<file path="config.mk">
export PLATFORM = sky130hd
export DESIGN_NAME = f32_divide_clamp
export DESIGN_NICKNAME = d
export VERILOG_FILES = /design/src/fdc_pkg.sv /design/src/f32_divide_clamp.sv /design/src/fdc_front.sv /design/src/fdc_cell.sv /design/src/fdc_back.sv
export SDC_FILE = /design/constraint.sdc
export NUM_CORES = 2
export LEC_CHECK = 0
export BUFFER_PORTS_ARGS = -buffer_cell sky130_fd_sc_hd__buf_4
export CAP_MARGIN = 25
export CORE_AREA = 2 2 441 443
export DETAILED_ROUTE_END_ITERATION = 16
export DIE_AREA = 0 0 443 445
export PLACE_DENSITY = 0.8
export SKIP_LAST_GASP = 1
export SYNTH_ARGS = -nofsm -noshare
export SYNTH_HDL_FRONTEND = slang
export SYNTH_SLANG_ARGS = --single-unit
export TNS_END_PERCENT = 100
</file>
<file path="constraint.sdc">
create_clock -name clock -period 197.6 [get_ports clock]
set_input_delay 19.76 -clock clock [delete_from_list [all_inputs] [get_ports clock]]
set_output_delay 19.76 -clock clock [all_outputs]
set_load 0.005 [all_outputs]
</file>
<file path="src/fdc_pkg.sv">
`timescale 1ns / 1ps
`default_nettype none
package fdc_pkg;

   localparam int QUO_W = 27;
   localparam logic [31:0] QNAN_BITS = 32'h7FC0_0000;
   localparam logic [30:0] INF_MAG = 31'h7F80_0000;
   localparam logic CSR_CLAMP_LOW = 1'b0;
   localparam logic CSR_CLAMP_HIGH = 1'b1;

   typedef struct packed {
      logic valid;
      logic last;
      logic sign;
      logic spec;
      logic [31:0] spec_bits;
      logic signed [9:0] exp;
   } fdc_side_type;

   typedef struct packed {
      fdc_side_type side;
      logic [23:0] dvs;
      logic [24:0] rem;
      logic [QUO_W-1:0] quo;
   } fdc_div_type;

endpackage
`default_nettype wire

</file>
<file path="src/f32_divide_clamp.sv">
// pipeline registers from item accept to result valid: 2 unpack, 27 divider cells, 3 round/clamp
// throughput: one item per cycle when not stalled; the divider is a row of 27 cells, one quotient bit each
// the whole pipeline advances together, stalling only while the result register is held
// reset (synchronous, active high) empties the pipeline and loads the clamp bounds
// to -100.0 and +100.0
`timescale 1ns / 1ps
`default_nettype none
module f32_divide_clamp import fdc_pkg::*; (
   input wire logic clock,
   input wire logic reset,
   input wire logic req_valid,
   output logic req_ready,
   input wire logic [31:0] req_dividend_bits,
   input wire logic [31:0] req_divisor_bits,
   input wire logic req_last_in,
   output logic rsp_valid,
   input wire logic rsp_ready,
   output logic [31:0] rsp_quotient_bits,
   output logic rsp_last_out,
   input wire logic csr_write_en,
   input wire logic csr_index,
   input wire logic [31:0] csr_wdata
);

   logic adv;
   logic [31:0] low_ff, high_ff;
   fdc_div_type chain [0:QUO_W];

   assign adv = ~rsp_valid | rsp_ready;
   assign req_ready = adv;

   always_ff @(posedge clock) begin
      if (reset) begin
         low_ff <= 32'hC2C8_0000;
         high_ff <= 32'h42C8_0000;
      end else if (csr_write_en) begin
         if (csr_index == CSR_CLAMP_LOW) low_ff <= csr_wdata;
         if (csr_index == CSR_CLAMP_HIGH) high_ff <= csr_wdata;
      end
   end

   fdc_front u_front (
      .clock(clock),
      .reset(reset),
      .adv(adv),
      .in_valid(req_valid),
      .a(req_dividend_bits),
      .b(req_divisor_bits),
      .last(req_last_in),
      .out(chain[0])
   );

   for (genvar i = 0; i < QUO_W; i++) begin : g_cell
      fdc_cell u_cell (
         .clock(clock),
         .reset(reset),
         .adv(adv),
         .prev(chain[i]),
         .next(chain[i+1])
      );
   end

   fdc_back u_back (
      .clock(clock),
      .reset(reset),
      .adv(adv),
      .div(chain[QUO_W]),
      .low_bits(low_ff),
      .high_bits(high_ff),
      .out_valid(rsp_valid),
      .out_bits(rsp_quotient_bits),
      .out_last(rsp_last_out)
   );

endmodule
`default_nettype wire

</file>
<file path="src/fdc_front.sv">
`timescale 1ns / 1ps
`default_nettype none
module fdc_front import fdc_pkg::*; (
   input wire logic clock,
   input wire logic reset,
   input wire logic adv,
   input wire logic in_valid,
   input wire logic [31:0] a,
   input wire logic [31:0] b,
   input wire logic last,
   output fdc_div_type out
);

   typedef struct packed {
      fdc_side_type side;
      logic [23:0] ma;
      logic [23:0] mb;
      logic [4:0] sa;
      logic [4:0] sb;
      logic signed [9:0] ea;
      logic signed [9:0] eb;
   } fdc_unp_type;

   fdc_unp_type unp_ff, unp_in;
   fdc_div_type div_ff, div_in;

   function automatic logic [4:0] lead_zeros(input logic [23:0] x);
      logic [4:0] n;
      n = 5'd24;
      for (int i = 0; i < 24; i++) begin
         if (x[i]) n = 5'(23 - i);
      end
      return n;
   endfunction

   logic [30:0] aa, ba;
   logic sign;
   logic a_nan, b_nan, a_inf, b_inf, a_zero, b_zero;

   always_comb begin
      aa = a[30:0];
      ba = b[30:0];
      sign = a[31] ^ b[31];
      a_nan = aa > INF_MAG;
      b_nan = ba > INF_MAG;
      a_inf = aa == INF_MAG;
      b_inf = ba == INF_MAG;
      a_zero = aa == 31'd0;
      b_zero = ba == 31'd0;
      unp_in = '0;
      unp_in.side.valid = in_valid;
      unp_in.side.last = last;
      unp_in.side.sign = sign;
      unp_in.side.spec = 1'b1;
      if (a_nan || b_nan) begin
         unp_in.side.spec_bits = QNAN_BITS;
      end else if (a_inf) begin
         unp_in.side.spec_bits = b_inf ? QNAN_BITS : {sign, INF_MAG};
      end else if (b_inf) begin
         unp_in.side.spec_bits = {sign, 31'd0};
      end else if (b_zero) begin
         unp_in.side.spec_bits = a_zero ? QNAN_BITS : {sign, INF_MAG};
      end else if (a_zero) begin
         unp_in.side.spec_bits = {sign, 31'd0};
      end else begin
         unp_in.side.spec = 1'b0;
         unp_in.side.spec_bits = QNAN_BITS;
      end
      unp_in.ma = {a[30:23] != 8'd0, a[22:0]};
      unp_in.mb = {b[30:23] != 8'd0, b[22:0]};
      unp_in.sa = (a[30:23] == 8'd0) ? lead_zeros(unp_in.ma) : 5'd0;
      unp_in.sb = (b[30:23] == 8'd0) ? lead_zeros(unp_in.mb) : 5'd0;
      unp_in.ea = (a[30:23] == 8'd0) ? 10'sd1 - $signed({5'd0, unp_in.sa})
                                     : $signed({2'd0, a[30:23]});
      unp_in.eb = (b[30:23] == 8'd0) ? 10'sd1 - $signed({5'd0, unp_in.sb})
                                     : $signed({2'd0, b[30:23]});
   end

   logic [23:0] ma_n, mb_n;
   logic lt;

   always_comb begin
      ma_n = unp_ff.ma << unp_ff.sa;
      mb_n = unp_ff.mb << unp_ff.sb;
      lt = ma_n < mb_n;
      div_in.side = unp_ff.side;
      div_in.side.exp = unp_ff.ea - unp_ff.eb + 10'sd127 - $signed({9'd0, lt});
      div_in.dvs = mb_n;
      div_in.rem = lt ? {ma_n, 1'b0} : {1'b0, ma_n};
      div_in.quo = '0;
   end

   always_ff @(posedge clock) begin
      if (reset) begin
         unp_ff.side.valid <= 1'b0;
         div_ff.side.valid <= 1'b0;
      end else if (adv) begin
         unp_ff <= unp_in;
         div_ff <= div_in;
      end
   end

   assign out = div_ff;

endmodule
`default_nettype wire

</file>
<file path="src/fdc_cell.sv">
`timescale 1ns / 1ps
`default_nettype none
module fdc_cell import fdc_pkg::*; (
   input wire logic clock,
   input wire logic reset,
   input wire logic adv,
   input wire fdc_div_type prev,
   output fdc_div_type next
);

   fdc_div_type cell_ff, cell_in;
   logic ge;
   logic [24:0] diff;

   always_comb begin
      ge = prev.rem >= {1'b0, prev.dvs};
      diff = ge ? prev.rem - {1'b0, prev.dvs} : prev.rem;
      cell_in = prev;
      cell_in.rem = {diff[23:0], 1'b0};
      cell_in.quo = {prev.quo[QUO_W-2:0], ge};
   end

   always_ff @(posedge clock) begin
      if (reset) begin
         cell_ff.side.valid <= 1'b0;
      end else if (adv) begin
         cell_ff <= cell_in;
      end
   end

   assign next = cell_ff;

endmodule
`default_nettype wire

</file>
<file path="src/fdc_back.sv">
`timescale 1ns / 1ps
`default_nettype none
module fdc_back import fdc_pkg::*; (
   input wire logic clock,
   input wire logic reset,
   input wire logic adv,
   input wire fdc_div_type div,
   input wire logic [31:0] low_bits,
   input wire logic [31:0] high_bits,
   output logic out_valid,
   output logic [31:0] out_bits,
   output logic out_last
);

   typedef struct packed {
      fdc_side_type side;
      logic ovf;
      logic [7:0] ef;
      logic [QUO_W-1:0] q;
   } fdc_den_type;

   typedef struct packed {
      logic valid;
      logic last;
      logic [31:0] bits;
   } fdc_res_type;

   fdc_den_type den_ff, den_in;
   fdc_res_type rnd_ff, rnd_in, out_ff, out_in;

   function automatic logic is_nan(input logic [31:0] x);
      return x[30:0] > INF_MAG;
   endfunction

   function automatic logic [31:0] order_key(input logic [31:0] x);
      return x[31] ? ~x : (x | 32'h8000_0000);
   endfunction

   function automatic logic [31:0] max_num(input logic [31:0] x, input logic [31:0] y);
      logic [31:0] r;
      if (is_nan(x) && is_nan(y)) r = QNAN_BITS;
      else if (is_nan(x)) r = y;
      else if (is_nan(y)) r = x;
      else r = (order_key(x) >= order_key(y)) ? x : y;
      return r;
   endfunction

   function automatic logic [31:0] min_num(input logic [31:0] x, input logic [31:0] y);
      logic [31:0] r;
      if (is_nan(x) && is_nan(y)) r = QNAN_BITS;
      else if (is_nan(x)) r = y;
      else if (is_nan(y)) r = x;
      else r = (order_key(x) <= order_key(y)) ? x : y;
      return r;
   endfunction

   logic [QUO_W-1:0] q0;
   logic [9:0] sh;
   logic lost;

   always_comb begin
      q0 = {div.quo[QUO_W-1:1], div.quo[0] | (div.rem != 25'd0)};
      sh = 10'(10'sd1 - div.side.exp);
      lost = 1'b0;
      den_in.side = div.side;
      den_in.ovf = div.side.exp >= 10'sd255;
      den_in.ef = 8'(div.side.exp - 10'sd1);
      den_in.q = q0;
      if (div.side.exp <= 10'sd0) begin
         den_in.ef = 8'd0;
         if (sh >= 10'(QUO_W)) begin
            den_in.q = 27'd1;
         end else begin
            lost = (q0 & ~({QUO_W{1'b1}} << sh[4:0])) != '0;
            den_in.q = (q0 >> sh[4:0]) | {26'd0, lost};
         end
      end
   end

   logic inc;
   logic [30:0] sum;

   always_comb begin
      inc = (den_ff.q[2:0] > 3'd4) || (den_ff.q[2:0] == 3'd4 && den_ff.q[3]);
      sum = {den_ff.ef, 23'd0} + {7'd0, den_ff.q[26:3]} + {30'd0, inc};
      rnd_in.valid = den_ff.side.valid;
      rnd_in.last = den_ff.side.last;
      if (den_ff.side.spec) begin
         rnd_in.bits = den_ff.side.spec_bits;
      end else if (den_ff.ovf) begin
         rnd_in.bits = {den_ff.side.sign, INF_MAG};
      end else begin
         rnd_in.bits = {den_ff.side.sign, sum};
      end
   end

   always_comb begin
      out_in.valid = rnd_ff.valid;
      out_in.last = rnd_ff.last;
      out_in.bits = min_num(max_num(rnd_ff.bits, low_bits), high_bits);
   end

   always_ff @(posedge clock) begin
      if (reset) begin
         den_ff.side.valid <= 1'b0;
         rnd_ff.valid <= 1'b0;
         out_ff.valid <= 1'b0;
      end else if (adv) begin
         den_ff <= den_in;
         rnd_ff <= rnd_in;
         out_ff <= out_in;
      end
   end

   assign out_valid = out_ff.valid;
   assign out_bits = out_ff.bits;
   assign out_last = out_ff.last;

endmodule
`default_nettype wire

</file>
==> results.toml <==
[run_status]
status = "finished, final reports clean"

[timing]
hold_violations = 0
relSlewSlack_pct = 19.2
rsz0062_at_grt = "no"
slew_violations = 0
worst_slack_ns = 157.41
finalSetupTns_ns = 0
max_freq_ghz = 0.0249
fin_crit_ns = 40.19
skew_ns = 0.0665
worst_slew_pin_slew_ns = 1.21
setup_viol = 0
period_share_pct = 20.3

[die]
die_x_um = 443
die-area_um2 = 197000
die_h_um = 445
start_util_pct = 64.7
io_pins = 138
rows = 161
core_area_um2 = 192000

[global_route]
grt_overflow = 0
grt_pass1_wl_mm = 438
antenna_found_initial = 8
grt_pass1_vias = 78700
grt_usage_pct = 28.2
grt_max_degree = 232

[clock_tree]
cts.path.max_buffers = 3
cts_setup_buffers = 0
hold_buffers = 0
cts_tree = "done"
clkLatencyLatePin_ns = 0.93
clockRootBuffer = "clkbuf_16"
cts_num_sinks = 2433
cts_resized = 0
htree_num_levels = 4
clkTransAtPathRegs_ns = 0.06
cts_made_buffers = 241

[final_layout]
nets = 11300
final.fill_count = 13100
register_area_um2 = 72100
fin_util_pct = 71.3
final_common_cell = "edfxtp_1"
area_growth_pct = 10.2
multi_input_area_um2 = 47700
layout_common_cells = "edfxtp_1 (2,337), inv_1 (931), ha_1 (772)"
drive_gt1_share_pct = 10.5

[logic_synthesis]
ys_types = 98
synth.top_cell.area_share_pct = 56.5
synthFlopType = "edfxtp_1"
ys_async_sr_fraction_pct = 0
ys_seq_elements = 2433
synth.cell_area_um2 = 124000
seq_area_frac_synth_pct = 58.1
synth_edf_count = 2337
yosysWarnings = 0
synth.avg_cell_area_um2 = 12.2
synth_top_cell_by_area = "edfxtp_1"
synthCells = 10100
ys_top_cells_by_area = "edfxtp_1 (57%), ha_1 (7.8%), mux2_2 (3.1%), a21oi_1 (3.1%), inv_1 (2.8%)"
syn_nets = 11000

[routing]
antenna_left = 0
drc = 0
avgViaCountPerCell = 6.11
routed_wl_mm = 281
vias = 80200
firstDrtPassIters = 7
first_iter_violations = 7332
avgRoutedWirePerCell_um = 21.4

[placed_design]
port_buffers = 137
dp_hpwl_mm = 202
dpl_worst_slack_ns = 157.42
gp_congestion = 0.939

[critical_path]
r2r-end = "u_front.out[83]$_DFFE_PP_"
r2r_cells = 27
cpMostUsedCell = "buf_4"
path_buf_inv = 4
path_cells = "buf_4, nor2b_2, inv_1, buf_4, buf_4"
endpoint_kind = "output pin"
cp_top_family = "buffers and inverters"
slowest_delay_ns = 0.23
path_class = "input pin to output pin"
required_ns = 177.84
critical_path_arrival_ns = 20.43
rrSetupSlack_ns = 190.56
r2r_start = "u_front.unp_ff[20]$_DFFE_PP_"
worstSetupStartpointType = "input pin"
worst-path-max-fanout = 32
slowest_stage = "buf_4"

[power_and_ir_drop]
p_leak_uw = 0.0545
ir_worst_vdd_uv = 12.3
powerDensity_nw_per_um2 = 15.4
power_uw = 2100

[min_path]
hold_depth = 0
whs_endpoint = "g_cell[11].u_cell.next[59]$_DFFE_PP_"
hp-class = "register to register"
min_from = "g_cell[10].u_cell.next[59]$_DFFE_PP_"

[run]
maxCapViolCount = 0
==> worst max path at each step <==
stage	start	endpoint	slack, ns	cells after the start
4_1_cts	rsp_ready	req_ready	157.41	5
3_5_place_dp	rsp_ready	req_ready	157.42	5
5_1_grt	rsp_ready	req_ready	157.33	5
2_1_floorplan	reset	g_cell[0].u_cell.next[0]$_DFFE_PP_	75.69	3
6_report	rsp_ready	req_ready	157.41	5
3_3_place_gp	rsp_ready	req_ready	157.39	5
==> sequential cells by signal, summed over array words and instances (netlist names), 2 cells and up <==
signal	flops
g_cell.u_cell.next	2109
high_ff	32
low_ff	32
u_back.den_ff	43
u_back.out_bits	32
u_back.out_in	2
u_back.rnd_ff	32
u_front.div_in	7
u_front.out	66
u_front.unp_ff	76
==> cell families after synthesis <==
logic type | Yosys count | share of synthesized area, %
flip-flops | 2433 | 58.1
AO/OA/AOI/OAI | 2321 | 12.0
AND/OR/NAND/NOR | 2304 | 8.83
buffers and inverters | 1152 | 3.60
adder cells (fa/ha/maj) | 803 | 8.26
XOR/XNOR | 621 | 4.38
multiplexers | 510 | 4.84
==> stage by stage <==
stage          cell area [um2]  hold slack [ns]  std cells
3_5_place_dp            128000            0.405      12700
6_report                137000            0.402      13100
4_1_cts                 136000            0.395      13100
3_3_place_gp            128000            0.400      12700
5_1_grt                 137000            0.412      13100
2_1_floorplan           124000            0.400      10100
==> worst register-to-register path: stages (launching register included) <==
cell and delay, ns:
edfxtp_1 0.93, inv_1 0.50, nor2_1 0.20, a21oi_1 0.08, mux2i_1 0.17, o22ai_1 0.10
o21ai_0 0.67, ha_1 0.27, a21o_1 0.11, a21oi_1 0.06, nor2b_1 0.12, o21ai_0 0.08
nand2b_1 0.08, a21oi_1 0.08, o211ai_1 0.25, a31o_2 0.68, inv_1 0.11, ha_1 0.30
inv_1 0.04, ha_1 0.17, ha_1 0.21, fa_1 0.41, a21oi_1 0.17, nor2_1 0.06
nor2_1 0.15, o21bai_1 0.09, a21oi_1 0.24, xnor2_1 0.40
==> synth_stat cells, types with 120 or more instances <==
cell type	n
mux2_2	345
nand2_1	703
edfxtp_1	2337
nand3_1	120
a21o_1	322
inv_1	931
xnor2_1	397
xor2_1	224
o21ai_0	405
a21oi_1	763
nor2_1	604
nor3_1	139
ha_1	772
clkbuf_1	126
==> power breakdown <==
part | switching (uW) | total [uW] | internal [uW]
clock | 204 | 475 | 271
combinational | 468 | 839 | 371
sequential | 66.3 | 787 | 721
==> metal layers <==
layer	GRT usage (%)	part of all wire [%]	up-vias
met5	0	0	-
met1	36.9	41	39000
met2	48.0	49	2593
met4	11.5	4.2	0
met3	3.68	5.5	594
li1	-	-	38000
==> layout make-up <==
| type | instances | area share [%] |
|---|---|---|
| antenna | 3 | 0.00549 |
| clock inverter | 159 | 1.46 |
| sequential | 2433 | 52.7 |
| timing repair buffer | 222 | 1.47 |
| clock buffer | 294 | 4.60 |
| inverter | 936 | 2.57 |
| multi-input combinational | 6559 | 34.9 |
| tap | 2526 | 2.31 |
Note: power is estimated with default switching activity, not from simulation.
